**src/rtl/core/upe_pkg.sv**
```systemverilog
// Package for the URL percent encoder: queue entry type, item kinds, phase type,
// constants and hex_digit. No dependencies; used by every module of the encoder.
`timescale 1ns / 1ps
`default_nettype none

package upe_pkg;

  localparam int unsigned BYTE_W      = 8;
  localparam int unsigned COUNT_W     = 9;
  localparam int unsigned QUEUE_DEPTH = 4;

  localparam logic [BYTE_W-1:0] CHAR_PERCENT    = 8'h25;
  localparam logic [BYTE_W-1:0] CHAR_UNDERSCORE = 8'h5F;
  localparam logic [BYTE_W-1:0] CHAR_SPACE      = 8'h20;
  localparam logic [BYTE_W-1:0] CHAR_NUL        = 8'h00;

  typedef enum logic [1:0] {
    KIND_PLAIN,
    KIND_ESCAPE,
    KIND_TERM
  } kind_e;

  typedef struct packed {
    kind_e             kind;
    logic [BYTE_W-1:0] data;
  } cmd_t;

  typedef enum logic [1:0] {
    PHASE_IDLE,
    PHASE_HIGH,
    PHASE_LOW
  } phase_e;

  function automatic logic [BYTE_W-1:0] hex_digit(input logic [3:0] nib);
    logic [BYTE_W-1:0] r;
    if (nib < 4'd10) begin
      r = 8'h30 + {4'd0, nib};
    end else begin
      r = 8'h37 + {4'd0, nib};
    end
    return r;
  endfunction

endpackage

`default_nettype wire

```
**src/rtl/core/upe_front.sv**
```systemverilog
// Front end of the URL percent encoder: accepts input items, classifies them
// and keeps the first-position flag and output count. Depends on upe_pkg.
`timescale 1ns / 1ps
`default_nettype none

module upe_front #(
  parameter int unsigned OUT_LIMIT = 299
) (
  input  wire logic                         clk_i,
  input  wire logic                         rst_ni,
  input  wire logic                         in_valid_i,
  output logic                              in_ready_o,
  input  wire logic [upe_pkg::BYTE_W-1:0]   in_byte_i,
  input  wire logic                         queue_full_i,
  output logic                              push_o,
  output upe_pkg::cmd_t                     push_cmd_o
);

  localparam logic [upe_pkg::COUNT_W-1:0] LIMIT = upe_pkg::COUNT_W'(OUT_LIMIT);

  logic                          at_start_q, at_start_d;
  logic [upe_pkg::COUNT_W-1:0]   count_q, count_d;
  logic                          accept;
  logic                          is_plain;
  logic [1:0]                    n_out;

  assign in_ready_o = !queue_full_i;
  assign accept     = in_valid_i && !queue_full_i;

  always_comb begin
    is_plain = ((in_byte_i >= 8'h61) && (in_byte_i <= 8'h7A)) ||
               ((in_byte_i >= 8'h41) && (in_byte_i <= 8'h5A)) ||
               ((in_byte_i >= 8'h30) && (in_byte_i <= 8'h39)) ||
               (in_byte_i == 8'h2D) || (in_byte_i == 8'h5F) ||
               (in_byte_i == 8'h2E) || (in_byte_i == 8'h2A);
  end

  always_comb begin
    at_start_d      = at_start_q;
    count_d         = count_q;
    push_o          = 1'b0;
    push_cmd_o.kind = upe_pkg::KIND_PLAIN;
    push_cmd_o.data = in_byte_i;
    n_out           = 2'd0;
    if (accept) begin
      if (in_byte_i == upe_pkg::CHAR_NUL) begin
        push_o          = 1'b1;
        push_cmd_o.kind = upe_pkg::KIND_TERM;
        at_start_d      = 1'b1;
        count_d         = '0;
      end else if (count_q < LIMIT) begin
        if (is_plain) begin
          push_o = 1'b1;
          n_out  = 2'd1;
        end else if (in_byte_i == upe_pkg::CHAR_SPACE) begin
          push_cmd_o.data = upe_pkg::CHAR_UNDERSCORE;
          if (!at_start_q) begin
            push_o = 1'b1;
            n_out  = 2'd1;
          end
        end else begin
          push_o          = 1'b1;
          push_cmd_o.kind = upe_pkg::KIND_ESCAPE;
          n_out           = 2'd3;
        end
        at_start_d = 1'b0;
        count_d    = count_q + {{(upe_pkg::COUNT_W-2){1'b0}}, n_out};
      end
    end
  end

  always_ff @(posedge clk_i or negedge rst_ni) begin
    if (!rst_ni) begin
      at_start_q <= 1'b1;
      count_q    <= '0;
    end else begin
      at_start_q <= at_start_d;
      count_q    <= count_d;
    end
  end

endmodule

`default_nettype wire

```
**src/rtl/core/upe_queue.sv**
```systemverilog
// Short command queue between the front and back ends of the URL percent
// encoder. Depends on upe_pkg.
`timescale 1ns / 1ps
`default_nettype none

module upe_queue (
  input  wire logic    clk_i,
  input  wire logic    rst_ni,
  input  wire logic    push_i,
  input  upe_pkg::cmd_t push_cmd_i,
  output logic         full_o,
  input  wire logic    pop_i,
  output logic         empty_o,
  output upe_pkg::cmd_t head_o
);

  localparam int unsigned PTR_W = $clog2(upe_pkg::QUEUE_DEPTH);
  localparam int unsigned CNT_W = $clog2(upe_pkg::QUEUE_DEPTH + 1);

  upe_pkg::cmd_t      entries_q [upe_pkg::QUEUE_DEPTH];
  logic [PTR_W-1:0]   wr_ptr_q, wr_ptr_d;
  logic [PTR_W-1:0]   rd_ptr_q, rd_ptr_d;
  logic [CNT_W-1:0]   fill_q, fill_d;
  logic               do_push, do_pop;

  assign full_o  = (fill_q == CNT_W'(upe_pkg::QUEUE_DEPTH));
  assign empty_o = (fill_q == '0);
  assign head_o  = entries_q[rd_ptr_q];
  assign do_push = push_i && !full_o;
  assign do_pop  = pop_i && !empty_o;

  always_comb begin
    wr_ptr_d = wr_ptr_q;
    rd_ptr_d = rd_ptr_q;
    fill_d   = fill_q;
    if (do_push) begin
      wr_ptr_d = wr_ptr_q + 1'b1;
    end
    if (do_pop) begin
      rd_ptr_d = rd_ptr_q + 1'b1;
    end
    if (do_push && !do_pop) begin
      fill_d = fill_q + 1'b1;
    end else if (do_pop && !do_push) begin
      fill_d = fill_q - 1'b1;
    end
  end

  always_ff @(posedge clk_i) begin
    if (do_push) begin
      entries_q[wr_ptr_q] <= push_cmd_i;
    end
  end

  always_ff @(posedge clk_i or negedge rst_ni) begin
    if (!rst_ni) begin
      wr_ptr_q <= '0;
      rd_ptr_q <= '0;
      fill_q   <= '0;
    end else begin
      wr_ptr_q <= wr_ptr_d;
      rd_ptr_q <= rd_ptr_d;
      fill_q   <= fill_d;
    end
  end

endmodule

`default_nettype wire

```
**src/rtl/core/upe_back.sv**
```systemverilog
// Back end of the URL percent encoder: expands queued commands into output
// bytes held in an output register. Depends on upe_pkg.
`timescale 1ns / 1ps
`default_nettype none

module upe_back (
  input  wire logic                        clk_i,
  input  wire logic                        rst_ni,
  input  wire logic                        empty_i,
  input  upe_pkg::cmd_t                    head_i,
  output logic                             pop_o,
  output logic                             out_valid_o,
  input  wire logic                        out_ready_i,
  output logic [upe_pkg::BYTE_W-1:0]       out_byte_o,
  output logic                             out_last_o
);

  upe_pkg::phase_e                 phase_q, phase_d;
  logic [upe_pkg::BYTE_W-1:0]      esc_q, esc_d;
  logic                            valid_q, valid_d;
  logic [upe_pkg::BYTE_W-1:0]      byte_q, byte_d;
  logic                            last_q, last_d;
  logic                            can_load;

  assign can_load    = !valid_q || out_ready_i;
  assign out_valid_o = valid_q;
  assign out_byte_o  = byte_q;
  assign out_last_o  = last_q;

  always_comb begin
    phase_d = phase_q;
    esc_d   = esc_q;
    valid_d = valid_q;
    byte_d  = byte_q;
    last_d  = last_q;
    pop_o   = 1'b0;
    if (can_load) begin
      case (phase_q)
        upe_pkg::PHASE_HIGH: begin
          valid_d = 1'b1;
          byte_d  = upe_pkg::hex_digit(esc_q[7:4]);
          last_d  = 1'b0;
          phase_d = upe_pkg::PHASE_LOW;
        end
        upe_pkg::PHASE_LOW: begin
          valid_d = 1'b1;
          byte_d  = upe_pkg::hex_digit(esc_q[3:0]);
          last_d  = 1'b0;
          phase_d = upe_pkg::PHASE_IDLE;
        end
        default: begin
          valid_d = !empty_i;
          if (!empty_i) begin
            pop_o = 1'b1;
            case (head_i.kind)
              upe_pkg::KIND_ESCAPE: begin
                byte_d  = upe_pkg::CHAR_PERCENT;
                last_d  = 1'b0;
                esc_d   = head_i.data;
                phase_d = upe_pkg::PHASE_HIGH;
              end
              upe_pkg::KIND_TERM: begin
                byte_d = upe_pkg::CHAR_NUL;
                last_d = 1'b1;
              end
              default: begin
                byte_d = head_i.data;
                last_d = 1'b0;
              end
            endcase
          end
        end
      endcase
    end
  end

  always_ff @(posedge clk_i) begin
    esc_q  <= esc_d;
    byte_q <= byte_d;
    last_q <= last_d;
  end

  always_ff @(posedge clk_i or negedge rst_ni) begin
    if (!rst_ni) begin
      phase_q <= upe_pkg::PHASE_IDLE;
      valid_q <= 1'b0;
    end else begin
      phase_q <= phase_d;
      valid_q <= valid_d;
    end
  end

endmodule

`default_nettype wire

```
**src/rtl/core/url_percent_encoder_top.sv**
```systemverilog
// Top level of the URL percent encoder: front end, command queue, back end.
// Depends on upe_pkg, upe_front, upe_queue and upe_back.
//
//   Channel  | Dir | Payload                         | Item
//   s_axis   | in  | tdata[7:0] = in_byte            | one source byte
//   m_axis   | out | tdata[7:0] = out_byte, tlast    | one encoded byte
//
// A plain byte, a space after the first position or the terminator gives one output
// item, an escaped byte gives three, and a leading space or a byte past the output
// limit gives none. Sustained input is one item per cycle for plain text while the
// output is ready, slower for escaped text; the one-byte output register sets this. A
// four-entry queue lets input continue while the output is stalled. Reset sets the
// first-position flag and clears the count, the queue and the output valid flag.
`timescale 1ns / 1ps
`default_nettype none

module url_percent_encoder_top #(
  parameter int unsigned OUT_LIMIT = 299
) (
  input  wire logic       clk_i,
  input  wire logic       rst_ni,
  input  wire logic       s_axis_tvalid,
  output logic            s_axis_tready,
  input  wire logic [7:0] s_axis_tdata,   // [7:0] in_byte
  output logic            m_axis_tvalid,
  input  wire logic       m_axis_tready,
  output logic [7:0]      m_axis_tdata,   // [7:0] out_byte
  output logic            m_axis_tlast
);

  logic          push, full, pop, empty;
  upe_pkg::cmd_t push_cmd, head;

  upe_front #(
    .OUT_LIMIT (OUT_LIMIT)
  ) u_front (
    .clk_i        (clk_i),
    .rst_ni       (rst_ni),
    .in_valid_i   (s_axis_tvalid),
    .in_ready_o   (s_axis_tready),
    .in_byte_i    (s_axis_tdata),
    .queue_full_i (full),
    .push_o       (push),
    .push_cmd_o   (push_cmd)
  );

  upe_queue u_queue (
    .clk_i      (clk_i),
    .rst_ni     (rst_ni),
    .push_i     (push),
    .push_cmd_i (push_cmd),
    .full_o     (full),
    .pop_i      (pop),
    .empty_o    (empty),
    .head_o     (head)
  );

  upe_back u_back (
    .clk_i       (clk_i),
    .rst_ni      (rst_ni),
    .empty_i     (empty),
    .head_i      (head),
    .pop_o       (pop),
    .out_valid_o (m_axis_tvalid),
    .out_ready_i (m_axis_tready),
    .out_byte_o  (m_axis_tdata),
    .out_last_o  (m_axis_tlast)
  );

endmodule

`default_nettype wire

```
**config.mk**
```make
export PLATFORM = sky130hd
export DESIGN_NAME = url_percent_encoder_top
export DESIGN_NICKNAME = d
export VERILOG_FILES = /design/src/rtl/core/upe_pkg.sv /design/src/rtl/core/upe_front.sv /design/src/rtl/core/upe_queue.sv /design/src/rtl/core/upe_back.sv /design/src/rtl/core/url_percent_encoder_top.sv
export SDC_FILE = /design/constraint.sdc
export NUM_CORES = 1
export LEC_CHECK = 0
export BUFFER_PORTS_ARGS = -buffer_cell sky130_fd_sc_hd__buf_2
export CAP_MARGIN = 10
export CORE_MARGIN = 5
export CORE_UTILIZATION = 58
export DETAILED_ROUTE_END_ITERATION = 8
export GPL_TIMING_DRIVEN = 0
export MAX_ROUTING_LAYER = met4
export PLACE_DENSITY = 0.75
export SLEW_MARGIN = 20
export SYNTH_ARGS = -nofsm -noshare
export SYNTH_HDL_FRONTEND = slang
export SYNTH_HIERARCHICAL = 1
export SYNTH_SLANG_ARGS = --single-unit
```
**constraint.sdc**
```tcl
create_clock -name clk_i -period 5.9 [get_ports clk_i]
set_input_delay 0 -clock clk_i [delete_from_list [all_inputs] [get_ports clk_i]]
set_output_delay 0 -clock clk_i [all_outputs]
set_load 0.01 [all_outputs]
```
Yosys cells after proc, flatten, opt, wreduce, memory -nomap -nowiden. Memory sizes are Yosys's and may differ from the RTL's. Index checks and enable logic that the tools add are counted.

Magnitude comparators: 9. Equal/unequal tests: 12. Bitwise logic cells: 2. $add $sub $neg: 9. Multiplexer cells: 41. Reduce and logical (&&, ||, !) cells: 31.

Operator list (count): $mux W8 (5); $eq A8 B6 Y1 const B (4); $pmux W8 S2 (2); $mux W10 (3); $add A6 B4 Y7 const A (4); $mux W1 (18); $mux W9 (2); $ge A8 B7 Y1 const B (2); $le A8 B7 Y1 const B (2); $mux W2 (8); $add A9 B2 Y9 (1); $lt A9 B9 Y1 const B (1); $eq A8 B7 Y1 const B (1); $ge A8 B6 Y1 const B (1); $le A8 B6 Y1 const B (1); $logic_and A1 B1 Y1 (8); $logic_not A8 Y1 (1); $lt A4 B4 Y1 const B (2); $logic_or A1 B1 Y1 (7); $mux W3 (2); $reduce_and A2 Y1 (3); $logic_not A1 Y1 (5); $add A2 B1 Y2 const B (2); $eq A2 B1 Y1 const B (2); 14 further kinds (17).

Memories: 1. Input bits: 12. Output and inout port bits: 11. Logic and storage cells: 115. Bits in writable memories: 40. Register bits after elaboration: 37.

Memories: u_queue.entries_q (depth 4, width 10, rd ports 1, clocked after Yosys merged registers in 0, write ports 1, RTL line upe_queue.sv:20) `upe_pkg::cmd_t entries_q [upe_pkg::QUEUE_DEPTH];`.

Longest topological paths before layout.
Depth after elaboration: 17. Depth in mapped cells: 13. Gate-level depth less buffers: 12.

Modules after synthesis. The synthesis kept the hierarchy.

Modules (own cells, without submodules): upe_queue (area each 1864.3 sq um, instances 1, cells an instance 88, seq. area each 1376.3 sq um); upe_back (area each 1126.1 sq um, instances 1, cells an instance 101, seq. area each 585.6 sq um); upe_front (area each 818.3 sq um, instances 1, cells an instance 98, seq. area each 251.5 sq um).

Worst setup path before layout. OpenSTA, ideal clock, no wires.

Path type: register to register. Start: register u_queue.fill_q[0]. End: register u_queue.fill_q[1]. Arrival time: 2.475 ns. Setup time: 0.125 ns. Buffers on the path: 1. Stages on the path, launching flop included: 12. Data required time: 5.775 ns. Clock period less this slack: 2.600 ns. Setup slack: 3.300 ns. Cell sequence: dfrtp_1 -> nor3b_2 -> and2b_1 -> o21a_2 -> o21ai_1 -> a22oi_1 -> nor2b_1 -> buf_6 -> ha_1 -> inv_1 -> fa_1 -> mux2_2.

Elaborated cells on any way between the ends: 20. Classes of those cells: add/sub (2); eq/ne (1); mux (6); reduce/logical (11).

RTL lines: start: declaration (RTL line upe_queue.sv:23) `logic [CNT_W-1:0] fill_q, fill_d;`; start signal: assignment (RTL line upe_queue.sv:63) `fill_q <= fill_d;`; $eq A3 B3 Y1 (RTL line upe_queue.sv:26) `assign full_o = (fill_q == CNT_W'(upe_pkg::QUEUE_DEPTH));`; named net full (RTL line url_percent_encoder_top.sv:31) `logic push, full, pop, empty;`; $logic_not A1 Y1 (RTL line upe_front.sv:28) `assign accept = in_valid_i && !queue_full_i;`; $logic_and A1 B1 Y1 (RTL line upe_front.sv:28); $mux W1 (RTL line upe_front.sv:45) `if (accept) begin`; named net push (RTL line url_percent_encoder_top.sv:31); $logic_and A1 B1 Y1 (RTL line upe_queue.sv:29) `assign do_push = push_i && !full_o;`; named net u_queue.do_push (RTL line upe_queue.sv:24) `logic do_push, do_pop;`; $logic_and A1 B1 Y1 (RTL line upe_queue.sv:42) `if (do_push && !do_pop) begin`; $mux W3 (RTL line upe_queue.sv:42); named net u_queue.fill_d[1] (RTL line upe_queue.sv:23).

The timed path passes the listed nets, and every way through them passes these cells. The select of a mux whose other input is x is not followed. A chain may end at the register's enable or synchronous reset.

Worst setup path in the final report. Same ends and word-level chain as after synthesis.

==> out/qor.txt <==
Outcome = complete, no violations
Hold depth = 3
Post-synthesis mux area share = 7.65%
# fillers = 459
Gpl congestion = 0.892
Largest net degree at the start of global routing = 21
Vias post-DR = 2,383
Adder-cell share of the synthesized area = 5.32%
IO Port Bufs = 22
Register area share after synthesis = 58.1%
Critical Path Sink Type = flop
Core Rows = 29
Synthesized cell area = 3810 µm²
Leakage = 1.62 nW
Worst Reg2Reg Path Length in Cells = 11
Most frequent cells in the layout = edfxtp_1 (57), buf_2 (23), nand2_1 (21)
Routed WL per cell = 16.4 µm
Most common cell after layout, fill and taps aside = edfxtp_1
Routed WL = 6590 µm
R2r startpoint = u_queue/fill_q[0]
Clk_lat worst skew = 0.34 ns
Clk root buf = clkbuf_8
Final WS setup = 2.94 ns
Post-synth ARST share = 26.0%
Post-Syn Nets = 314
CTS tree = yes
Avg Cell Area, Syn = 13.3 µm²
First-pass GRT wire length = 11,400 µm
Share of layout cells above drive strength 1 = 21.2%
CP arrival = 3.19 ns
Crit path max fanout = 7
Hold path start = m_axis_tready
Pwr dens = 510 nW/µm²
FF-to-FF End = u_queue/fill_q[1]
Die Wd = 91.0 µm
Starting density of the core = 59.6%
Final Hold Fails = 0
Final Max Slew Viols = 0
Post-route DRC = 0
TritonCTS Sinks = 77
TritonRoute pass-1 iters = 5
Relative slew slack = 56.8%
Post-synth EDFFs = 57
Total GRT Usage = 17.7%
Synth Warn # = 6
Synth Register Bits = 77
Origin of the worst setup path = u_queue/fill_q[0]
H-tree levels = 3
Final setup violation count = 0
Synth Area in Compound Gates = 9.46%
Max Cap Violations = 0
Initial antenna violation count = 0
Worst setup path category = flop to flop
Worst slack, placed = 2.95 ns
Ys flop type = edfxtp_1
Fmax = 337 MHz
Nature of the critical path startpoint = flop
Largest family of logic cells by synthesized area = simple AND/OR/NAND/NOR gates
FF-to-FF setup slack = 2.94 ns
Die Span Y = 91.0 µm
Floorplan Core Area = 6390 µm²
Area growth syn-to-layout = 11.2%
Sum of negative setup slack = 0 ns
Max clock buf depth = 2
DIE AREA = 8290 µm²
Nets@finish = 348
Vias per cell = 5.91
Hold WC Path Type = input pin to flop
Final min period = 2.96 ns
Worst-path clk slew = 0.07 ns
Final HPWL DP = 4700 µm
Worst EP required = 6.12 ns
Initial drt markers = 125
Post-cts resize count = 0
I/O Pins = 23
Cell variety after synth = 59
Postcts setup bufs = 0
Cells after Synth = 287
Overall power = 0.00216 W
Simple-gate area share of the yosys netlist = 13.9%
Crit share post-route = 50.3%
Vias in the first global route = 2,299
Cts bufs inserted = 9
Final Skew = 0.00892 ns
RSZ-0062 raised after global routing = false
ANT cells = 0
WHS Endpoint = u_back/out_valid_o
Max rail drop VDD = 0.000357 V
Pin slew with the least headroom to its limit = 0.638 ns
Final ANT Viol Nets = 0
Synth Area in XOR/XNOR = 2.07%
Overflow after GRT = 0
-- worst max-delay path, cell delays in order, from the launching register on --
cell	delay, ns
dfrtp_1	0.44
nor3b_2	0.33
and2b_1	0.29
o21a_2	0.15
o21ai_1	0.24
a22oi_1	0.15
nor2b_1	0.17
buf_6	0.14
ha_1	0.21
inv_1	0.07
fa_1	0.40
mux2_2	0.27
-- area by class of cell --
type                       count  area, µm²  share of cell area, %
multi-input combinational    182       1460                   34.5
timing repair buffer          23        120                   2.84
tap                           77       96.3                   2.28
clock buffer                  11        131                   3.10
clock inverter                 5       77.6                   1.83
inverter                      20       75.1                   1.77
sequential                    77       2210                   52.3
buffer                         8       57.6                   1.36
-- routing by layer --
metal	GRT usage (%)	vias to the layer above	part of all wire (%)
met3	3.97	6	4.3
met5	-	-	0
met2	28.2	67	51
met1	22.5	1163	43
met4	6.48	0	1.2
li1	-	1147	-
-- kinds of logic (layout without fill, tap and decap cells) --
family,Yosys count,after routing
AND/OR/NAND/NOR,89,89
AO/OA/AOI/OAI,54,54
XOR/XNOR,9,9
buffers and inverters,28,67
adder cells (fa/ha/maj),15,15
multiplexers,15,15
flip-flops,77,77
-- per-stage QoR --
| stage | utilization [%] | hold slack [ns] | cells | instance area [µm²] |
|---|---|---|---|---|
| after global routing | 66.3 | 0.0644 | 403 | 4230 |
| after CTS | 66.3 | 0.0358 | 403 | 4230 |
| final | 66.3 | 0.0459 | 403 | 4230 |
| after detailed placement | 62.9 | -0.00738 | 386 | 4020 |
| after floorplan | - | -0.296 | 287 | 3810 |
| after global placement | 62.9 | -0.0129 | 386 | 4020 |
-- worst max path at each step --
| stage | endpoint | slack, ns | cells past startpoint |
|---|---|---|---|
| final | u_queue/fill_q[1] | 2.94 | 11 |
| after global routing | u_queue/fill_q[1] | 2.77 | 11 |
| after CTS | u_queue/fill_q[1] | 2.94 | 11 |
| after detailed placement | u_queue/fill_q[1] | 2.95 | 11 |
| after global placement | u_queue/fill_q[1] | 2.99 | 11 |
| after floorplan | u_queue/fill_q[1] | 3.30 | 11 |
-- where the power goes --
group          internal, W  switching (W)  total (W)
Clock             0.000237       0.000180   0.000417
Sequential        0.000792      0.0000985   0.000891
Combinational     0.000377       0.000475   0.000852
Total              0.00141       0.000753    0.00216
-- what timing repair did --
action,CTS,global route
endpoints found under the hold margin,20,0
setup endpoints to repair,0,0
hold buffers,1,0
-- sequential cells by signal (all words and copies together), names as in the netlist --
name,flops
u_queue/rd_ptr_q,2
u_front/at_start_q,1
u_queue/entries_q,40
u_back/out_last_o,1
u_back/out_byte_o,8
u_queue/wr_ptr_q,2
u_front/count_q,9
u_queue/fill_q,3
u_back/esc_q,8
u_back/out_valid_o,1
u_back/phase_q,2
-- Yosys cell counts (all sizes together), types with 2 or more instances --
cell type / count / area share (%)
edfxtp: 57 / 45
nor4: 5 / 1.2
buf: 5 / 1.2
mux2: 4 / 1.5
or3: 2 / 0.33
xnor2: 7 / 1.6
nand3: 7 / 0.92
and2: 6 / 0.99
or2: 8 / 1.3
nor3: 3 / 0.53
nand2: 22 / 2.2
a22oi: 4 / 0.92
ha: 13 / 4.3
dfrtp: 19 / 12
nor2: 11 / 1.3
mux4: 10 / 5.9
clkbuf: 3 / 0.30
nand3b: 2 / 0.39
a31oi: 6 / 0.99
xor2: 2 / 0.46
nor2b: 6 / 0.99
inv: 20 / 2.0
o41ai: 2 / 0.46
o211ai: 4 / 0.79
a21oi: 15 / 2.3
nand4b: 2 / 0.46
or4: 4 / 0.89
o31ai: 2 / 0.39
and4b: 2 / 0.53
fa: 2 / 1.1
nand2b: 2 / 0.33
o21ai: 15 / 2.2
nand4: 2 / 0.33
Power figures use the tool's default switching activity.
